--- config.mk ---
export PLATFORM = sky130hd
export DESIGN_NAME = msort_ctrl
export DESIGN_NICKNAME = d
export VERILOG_FILES = /design/src/design/msort_pkg.sv /design/src/design/msort_ctrl.sv
export SDC_FILE = /design/constraint.sdc
export NUM_CORES = 1
export LEC_CHECK = 0
export ABC_AREA = 0
export BUFFER_PORTS_ARGS = -buffer_cell sky130_fd_sc_hd__buf_2
export CORE_MARGIN = 1.5
export CORE_UTILIZATION = 28
export DETAILED_ROUTE_END_ITERATION = 6
export PLACE_DENSITY = 0.53
export SETUP_SLACK_MARGIN = 0.3
export SYNTH_ARGS = -nofsm -noshare
export SYNTH_HDL_FRONTEND = slang
export SYNTH_SLANG_ARGS = --single-unit
export TNS_END_PERCENT = 100
--- constraint.sdc ---
create_clock -name clk -period 11.59 [get_ports clk]
set_clock_uncertainty 0.05 [all_clocks]
set_input_delay 0.5795 -clock clk [delete_from_list [all_inputs] [get_ports clk]]
set_output_delay 0.5795 -clock clk [all_outputs]
set_load 0.01 [all_outputs]
--- src/design/msort_pkg.sv ---
`default_nettype none

package msort_pkg;

  localparam int MAX_KEYS  = 64;
  localparam int KEY_WIDTH = 32;
  localparam int ADDR_W    = $clog2(MAX_KEYS);
  localparam int CNT_W     = $clog2(MAX_KEYS + 1);
  localparam int SUM_W     = CNT_W + 1;

  typedef enum logic [2:0] {
    ST_LOAD,
    ST_PRIME,
    ST_MERGE,
    ST_RD,
    ST_LD,
    ST_EMIT
  } state_t;

  typedef struct packed {
    logic                 we_a;
    logic                 we_b;
    logic [ADDR_W-1:0]    waddr;
    logic [KEY_WIDTH-1:0] wdata;
    logic [ADDR_W-1:0]    raddr0;
    logic [ADDR_W-1:0]    raddr1;
  } ram_req_t;

  typedef struct packed {
    logic [KEY_WIDTH-1:0] a0;
    logic [KEY_WIDTH-1:0] a1;
    logic [KEY_WIDTH-1:0] b0;
    logic [KEY_WIDTH-1:0] b1;
  } ram_rsp_t;

endpackage

`default_nettype wire

--- src/design/msort_ctrl.sv ---
`default_nettype none

module msort_ctrl (
  input  wire logic                            clk,
  input  wire logic                            rst,
  input  wire logic                            cfg_valid,
  input  wire logic                            descending,
  input  wire logic                            in_valid,
  input  wire logic [msort_pkg::KEY_WIDTH-1:0] key,
  input  wire logic                            last_in,
  output logic                                 in_stall,
  output logic                                 out_valid,
  input  wire logic                            out_stall,
  output logic      [msort_pkg::KEY_WIDTH-1:0] sorted_key,
  output logic                                 last_out,
  output logic                                 overflow,
  output msort_pkg::ram_req_t                  req,
  input  msort_pkg::ram_rsp_t                  rsp
);

  import msort_pkg::*;

  state_t             state, state_next;
  logic [CNT_W-1:0]   cnt, cnt_next;
  logic               dropped, dropped_next;
  logic               desc;
  logic [CNT_W-1:0]   i, i_next;
  logic [CNT_W-1:0]   j, j_next;
  logic [CNT_W-1:0]   k, k_next;
  logic [CNT_W-1:0]   mid, mid_next;
  logic [CNT_W-1:0]   hi, hi_next;
  logic [CNT_W-1:0]   w, w_next;
  logic               src, src_next;
  logic [ADDR_W-1:0]  o, o_next;

  logic [KEY_WIDTH-1:0] q_l, q_r;
  logic                 right_first, take_r;
  logic                 full, in_acc, out_acc, emit_last;
  logic [CNT_W-1:0]     n_last;
  logic [SUM_W-1:0]     hi_w, hi_2w, w2, w4, n_ext;
  logic [CNT_W-1:0]     mid_grp, hi_grp, mid_pass, hi_pass;

  assign in_stall = (state != ST_LOAD);
  assign in_acc   = in_valid && (state == ST_LOAD);
  assign out_acc  = out_valid && !out_stall;
  assign full     = (cnt == CNT_W'(MAX_KEYS));
  assign n_last   = full ? cnt : cnt + CNT_W'(1);
  assign emit_last = ({1'b0, o} == cnt - CNT_W'(1));

  assign q_l = src ? rsp.b0 : rsp.a0;
  assign q_r = src ? rsp.b1 : rsp.a1;
  assign right_first = desc ? (q_r > q_l) : (q_l > q_r);
  assign take_r = (i >= mid) || ((j < hi) && right_first);

  assign n_ext    = {1'b0, cnt};
  assign hi_w     = {1'b0, hi} + {1'b0, w};
  assign hi_2w    = {1'b0, hi} + ({1'b0, w} << 1);
  assign w2       = {1'b0, w} << 1;
  assign w4       = {1'b0, w} << 2;
  assign mid_grp  = (hi_w  > n_ext) ? cnt : hi_w[CNT_W-1:0];
  assign hi_grp   = (hi_2w > n_ext) ? cnt : hi_2w[CNT_W-1:0];
  assign mid_pass = (w2    > n_ext) ? cnt : w2[CNT_W-1:0];
  assign hi_pass  = (w4    > n_ext) ? cnt : w4[CNT_W-1:0];

  always_comb begin
    state_next   = state;
    cnt_next     = cnt;
    dropped_next = dropped;
    i_next       = i;
    j_next       = j;
    k_next       = k;
    mid_next     = mid;
    hi_next      = hi;
    w_next       = w;
    src_next     = src;
    o_next       = o;
    req          = '0;
    req.wdata    = key;
    case (state)
      ST_LOAD: begin
        req.waddr = cnt[ADDR_W-1:0];
        if (in_acc) begin
          if (full) begin
            dropped_next = 1'b1;
          end else begin
            req.we_a = 1'b1;
            cnt_next = cnt + CNT_W'(1);
          end
          if (last_in) begin
            src_next = 1'b0;
            o_next   = '0;
            if (n_last > CNT_W'(1)) begin
              w_next     = CNT_W'(1);
              i_next     = '0;
              k_next     = '0;
              mid_next   = CNT_W'(1);
              j_next     = CNT_W'(1);
              hi_next    = CNT_W'(2);
              state_next = ST_PRIME;
            end else begin
              state_next = ST_RD;
            end
          end
        end
      end
      ST_PRIME: begin
        state_next = ST_MERGE;
      end
      ST_MERGE: begin
        req.we_a  = src;
        req.we_b  = !src;
        req.waddr = k[ADDR_W-1:0];
        req.wdata = take_r ? q_r : q_l;
        if (take_r) begin
          j_next = j + CNT_W'(1);
        end else begin
          i_next = i + CNT_W'(1);
        end
        k_next = k + CNT_W'(1);
        if (k_next == cnt) begin
          src_next = !src;
          if (w2 >= n_ext) begin
            o_next     = '0;
            state_next = ST_RD;
          end else begin
            w_next     = w2[CNT_W-1:0];
            i_next     = '0;
            k_next     = '0;
            mid_next   = mid_pass;
            j_next     = mid_pass;
            hi_next    = hi_pass;
            state_next = ST_PRIME;
          end
        end else if (k_next == hi) begin
          i_next   = hi;
          mid_next = mid_grp;
          j_next   = mid_grp;
          hi_next  = hi_grp;
        end
      end
      ST_RD: begin
        state_next = ST_LD;
      end
      ST_LD: begin
        state_next = ST_EMIT;
      end
      ST_EMIT: begin
        if (out_acc) begin
          if (last_out) begin
            cnt_next     = '0;
            dropped_next = 1'b0;
            state_next   = ST_LOAD;
          end else begin
            o_next     = o + ADDR_W'(1);
            state_next = ST_RD;
          end
        end
      end
      default: begin
        state_next = ST_LOAD;
      end
    endcase
    req.raddr0 = (state == ST_RD) ? o_next : i_next[ADDR_W-1:0];
    req.raddr1 = j_next[ADDR_W-1:0];
  end

  always_ff @(posedge clk) begin
    if (rst) begin
      state     <= ST_LOAD;
      cnt       <= '0;
      dropped   <= 1'b0;
      desc      <= 1'b0;
      out_valid <= 1'b0;
    end else begin
      state   <= state_next;
      cnt     <= cnt_next;
      dropped <= dropped_next;
      if (cfg_valid) begin
        desc <= descending;
      end
      if (state == ST_LD) begin
        out_valid <= 1'b1;
      end else if (out_acc) begin
        out_valid <= 1'b0;
      end
    end
  end

  always_ff @(posedge clk) begin
    i   <= i_next;
    j   <= j_next;
    k   <= k_next;
    mid <= mid_next;
    hi  <= hi_next;
    w   <= w_next;
    src <= src_next;
    o   <= o_next;
    if (state == ST_LD) begin
      sorted_key <= q_l;
      last_out   <= emit_last;
      overflow   <= dropped;
    end
  end

endmodule

`default_nettype wire

**Word level (Yosys, flattened, before mapping)**

Cells that the tools add are included.
W data, S select, Z words.

- Register bits: 96
- Input port bits: 167
- Output and inout port bits: 88
- Word-level logic and storage cells: 158

- $add $sub $neg: 8
- $lt $le $gt $ge: 10
- Equality and inequality tests: 19
- Multiplexer cells: 85
- Reduce and logical (&&, ||, !) cells: 18

Operators by type and width:

| kind | number |
|---|---|
| $mux W7 | 41 |
| $mux W32 | 4 |
| $pmux W7 S2 | 7 |
| $gt A32 B32 Y1 | 2 |
| $mux W6 | 7 |
| $gt A8 B7 Y1 | 4 |
| $add A7 B1 Y7 const B | 4 |
| $pmux W3 S6 | 1 |
| $pmux W6 S3 | 1 |
| $reduce_and A4 Y1 | 4 |
| $eq A7 B7 Y1 | 2 |
| $ne A2 B2 Y1 const B | 7 |
| $mux W1 | 13 |
| $mux W3 | 4 |
| $pmux W6 S2 | 1 |
| $reduce_and A6 Y1 | 2 |
| $add A7 B7 Y8 | 1 |
| $add A7 B8 Y8 | 1 |
| $ge A8 B7 Y1 | 1 |
| $eq A6 B7 Y1 | 1 |
| $eq A7 B7 Y1 const B | 1 |
| $ge A7 B7 Y1 | 1 |
| $gt A7 B1 Y1 const B | 1 |
| $lt A7 B7 Y1 | 1 |
| other kinds (16) | 28 |

**Logic depth before layout (Yosys ltp)**

- Depth after elaboration: 10
- Mapped depth: 20
- Gate-level depth less buffers: 18

**Least setup slack after synthesis**

No wires, ideal clock.

- Kind: reg-to-output
- Start: reg src
- End: out req[0] (netlist name)
- Data arrival time: 4062 ps
- Data required time: 10961 ps
- Slack: 6898 ps
- Cell stages (with the launch flop): 19
- Path buffers: 7
- Cell sequence: edfxtp_1 > clkbuf_1 > buf_1 > clkbuf_1 > mux2i_1 > ha_1 > a21o_1 > a21o_1 > a221oi_1 > o21ai_0 > o211a_1 > or3_1 > buf_6 > buf_2 > clkbuf_1 > nand2_1 > nand2_1 > a2bb2oi_1 > buf_4

- Longest elaborated chain between the ends: 9
- Elaborated cells on any way between the ends: 12
- Classes of those cells: order compare: 2; mux: 8; reduce/logical: 2

RTL lines:

| item | line | source |
|---|---|---|
| start: declaration | msort_ctrl.sv:33 | `logic src, src_next;` |
| start signal: assignment | msort_ctrl.sv:196 | `src <= src_next;` |
| $mux W32, on equally long branches | msort_ctrl.sv:50, msort_ctrl.sv:51 |  |
| $gt A32 B32 Y1 | msort_ctrl.sv:52 | `assign right_first = desc ? (q_r > q_l) : (q_l > q_r);` |
| $mux W1 (*) | msort_ctrl.sv:52 |  |
| $logic_and A1 B1 Y1 (*) | msort_ctrl.sv:53 | `assign take_r = (i >= mid) \|\| ((j < hi) && right_first);` |
| $logic_or A1 B1 Y1 (*) | msort_ctrl.sv:53 |  |
| $mux W7 (*) | msort_ctrl.sv:114 | `if (take_r) begin` |
| $mux W7, on equally long branches | msort_ctrl.sv:134, msort_ctrl.sv:122 |  |
| $mux W7 (*) | msort_ctrl.sv:120 | `if (k_next == cnt) begin` |
| $pmux W7 S2 (*) | msort_ctrl.sv:79 | `case (state)` |
| end: declaration | msort_ctrl.sv:17 | `output msort_pkg::ram_req_t req,` |

Every way passes the cells marked *; elsewhere a longest branch is shown, timed or not.

==> impl_metrics.env <==
export IMPL_ys_types=66
export IMPL_clk_path_buf_depth=2
export IMPL_cp_required_ps=10960
export IMPL_grt_overflow_total=0
export IMPL_p_total_w=0.00214
export IMPL_drtIter0Drc=404
export IMPL_synth_seq_cells=96
export IMPL_timing_rr_start="src"
export IMPL_netlist_top_cells_count="106 x nand2_1, 96 x o21ai_0, 89 x ha_1"
export IMPL_path_cells="buf_4 > mux2_2 > ha_1 > nand4_2 > or4_1 > a31oi_1 > and4bb_4 > or3_2 > buf_4 > a21o_1 > a221o_1 > mux2_2 > buf_2"
export IMPL_slew_violations=0
export IMPL_crit_start="src"
export IMPL_post_cts_resize_count=0
export IMPL_hp_class="reg2reg"
export IMPL_yosysWarnings=0
export IMPL_startpoint_type="flop"
export IMPL_post_cts_repair_setup_buffers=0
export IMPL_synth_most_common_cell="nand2_1"
export IMPL_seq_power_share_pct=25.4
export IMPL_synth_top_area_share_pct=23.0
export IMPL_path_class="reg2out"
export IMPL_critPathMaxStageDelay_ps=700
export IMPL_tightest_slew_ps=1130
export IMPL_syn_area_mm2=0.00849
export IMPL_cts_root_buf="clkbuf_16"
export IMPL_dpl_cell_area_mm2=0.0101
export IMPL_status="completed"
export IMPL_hpwl_um=24900
export IMPL_core_mm2=0.0297
export IMPL_clock_latency_ps=360
export IMPL_fmax_ghz=0.168
export IMPL_final_util_pct=35.0
export IMPL_cap_violations=0
export IMPL_synthArstFlopShare_pct=0
export IMPL_rows=63
export IMPL_clk_pin_slew_ps=80
export IMPL_grtUsageTotal_pct=19.1
export IMPL_end_kind="primary output"
export IMPL_holdBufCountCts=0
export IMPL_avgRoutedWirePerCell_um=19.2
export IMPL_syn_area_per_cell_um2=8.63
export IMPL_power_internal_w=0.00112
export IMPL_syn_nets=1241
export IMPL_ioPinCount=255
export IMPL_dr_pass1_iters=5
export IMPL_rsz0062_at_grt="no"
export IMPL_fin_setup_tns_ps=0
export IMPL_synth_edf_count=65
export IMPL_cp_data_arrival_time_ps=5320
export IMPL_hold_depth=0
export IMPL_path_max_fanout=73
export IMPL_cp_endpoint="req[6]"
export IMPL_design_area_mm2=0.0104
export IMPL_synthFlopType="edfxtp_1"
export IMPL_start_util_pct=28.6
export IMPL_setup_viol=0
export IMPL_drcViolationCount=0
export IMPL_hold_viol_final=0
export IMPL_final_nets=1463
export IMPL_die_area_mm2=0.0314
export IMPL_r2r_slack_ps=6600
export IMPL_fin_crit_sh_pct=51.3
export IMPL_place_gp_congestion=0.896
export IMPL_pwr_share_comb_pct=59.8
export IMPL_ir_worst_vdd_v=0.0000844
export IMPL_cts_buffers=9
export IMPL_fp_dieW_um=177
export IMPL_grt_pass1_wl_um=45200
export IMPL_clkPwrFrac_pct=14.8
export IMPL_fp_dieH_um=177
export IMPL_switching_share_pct=47.7
export IMPL_htreeDepth=3
export IMPL_grt_max_degree=74
export IMPL_r2r_cells=11
export IMPL_min_period_ps=5950
export IMPL_ys_seq_area_share_pct=30.3
export IMPL_fin_hold_ws_ps=394
export IMPL_cts_sinks=96
export IMPL_antenna_found_initial=3
export IMPL_grt_pass1_vias=7838
export IMPL_tritoncts="built"
export IMPL_drt_total_wl_um=30700
export IMPL_timing_rr_end="j[6]"
export IMPL_io_buffer_count=254
export IMPL_p_sw_w=0.00102
export IMPL_area_delta_synth_final_pct=22.7
export IMPL_p_leak_nw=4.72
export IMPL_relSlewSlack_pct=23.9
export IMPL_critPathSlowestCell="buf_4"
export IMPL_ant_nets=0
export IMPL_postSynthCellCount=983
export IMPL_power_per_cell_area_mw_per_mm2=206
export IMPL_via_count=8140
export IMPL_synth_largest_area_cell="edfxtp_1"
export IMPL_yosys_top_cells_area="edfxtp_1 23%, ha_1 13%, dfxtp_1 7.3%"
export IMPL_layout_drive_gt1_share_pct=26.9
export IMPL_vias_per_cell=5.08
[sequential cells by signal (all words and copies together) (netlist names), 3 cells and up]
signal,cells
j,7
cnt,7
state,3
mid,7
o,6
hi,7
w,7
i,7
k,7
sorted_key,32
[power by group through the flow]
stage / Combinational (W) / Sequential (W) / Clock (W)
2_1_floorplan: 0.000949 / 0.000499 / 0
3_3_place_gp: 0.00126 / 0.000550 / 0
3_5_place_dp: 0.00127 / 0.000550 / 0
4_1_cts: 0.00128 / 0.000542 / 0.000321
5_1_grt: 0.00144 / 0.000552 / 0.000331
6_report: 0.00128 / 0.000544 / 0.000316
[logic make-up after synthesis]
group           count (synthesis)  share of synthesized area, %
compound gates                252                          18.2
xor+xnor                       48                          5.28
fa+ha+maj                      91                          13.6
buf+inv                       102                          4.94
flops                          96                          30.3
mux                            84                          10.4
simple gates                  310                          17.2
[metal layers]
metal | vias to the layer above | share of wire [%] | track usage [%]
li1 | 4048 | - | -
met5 | - | 0 | 0
met1 | 3797 | 40 | 21.5
met4 | 0 | 2.4 | 6.64
met2 | 251 | 52 | 36.2
met3 | 44 | 5.0 | 2.84
[critical path: cells and delay by family (launching register included)]
family / cells / cell delay, ps
AND/OR/NAND/NOR: 4 / 1410
buffers and inverters: 3 / 1170
AO/OA/AOI/OAI: 3 / 760
multiplexers: 2 / 720
flip-flops: 1 / 400
adder cells (fa/ha/maj): 1 / 340
[how the worst min path moves through the flow]
stage	startpoint	endpoint	slack (ps)
after floorplan	dropped	overflow	350
after global placement	dropped	overflow	380
after detailed placement	dropped	overflow	380
after CTS	descending	desc	390
after global routing	descending	desc	410
final	dropped	overflow	390
[stage by stage]
| step | worst slack [ps] | cells |
|---|---|---|
| 3_5_place_dp | 5980 | 1584 |
| 3_3_place_gp | 6090 | 1584 |
| 6_report | 5640 | 1603 |
| 4_1_cts | 5590 | 1600 |
| 5_1_grt | 5340 | 1603 |
| 2_1_floorplan | 6900 | 983 |
[cells in the final DEF, fill, tap and decap left out, types with 4 or more instances in the layout]
cell | Yosys | final
nand2b_1 | 11 | 11
buf_2 | 4 | 254
and3_1 | 13 | 13
nor4_1 | 7 | 7
and2_1 | 6 | 6
edfxtp_1 | 65 | 65
ha_1 | 89 | 89
buf_4 | 6 | 13
a31oi_1 | 6 | 6
a21o_1 | 18 | 18
mux2_2 | 35 | 35
inv_1 | 45 | 45
nor3_1 | 24 | 23
a22o_1 | 4 | 4
clkbuf_16 | 0 | 9
dfxtp_1 | 31 | 31
o31ai_1 | 6 | 6
o21a_1 | 9 | 9
a21oi_1 | 53 | 53
o21ai_0 | 96 | 96
xnor2_1 | 33 | 33
o221ai_1 | 8 | 8
nor2b_1 | 11 | 11
nand4_1 | 13 | 13
a211oi_1 | 11 | 11
nand3_1 | 27 | 27
a22oi_1 | 7 | 7
nor2_1 | 75 | 75
o22ai_1 | 7 | 7
mux2i_1 | 49 | 49
nand2_1 | 106 | 106
xor2_1 | 13 | 13
a221oi_1 | 4 | 4
[area by class of cell]
cell class	instances	area, um^2
multi-input cells	785	5500
clock buffers	9	225
diodes	3	7.51
well taps	390	488
fillers	3126	19300
inverters	46	173
repair buffers	267	1370
flip-flops and latches	96	2570
clock inverters	7	73.8
No activity file was read; power rests on OpenSTA's default activity.
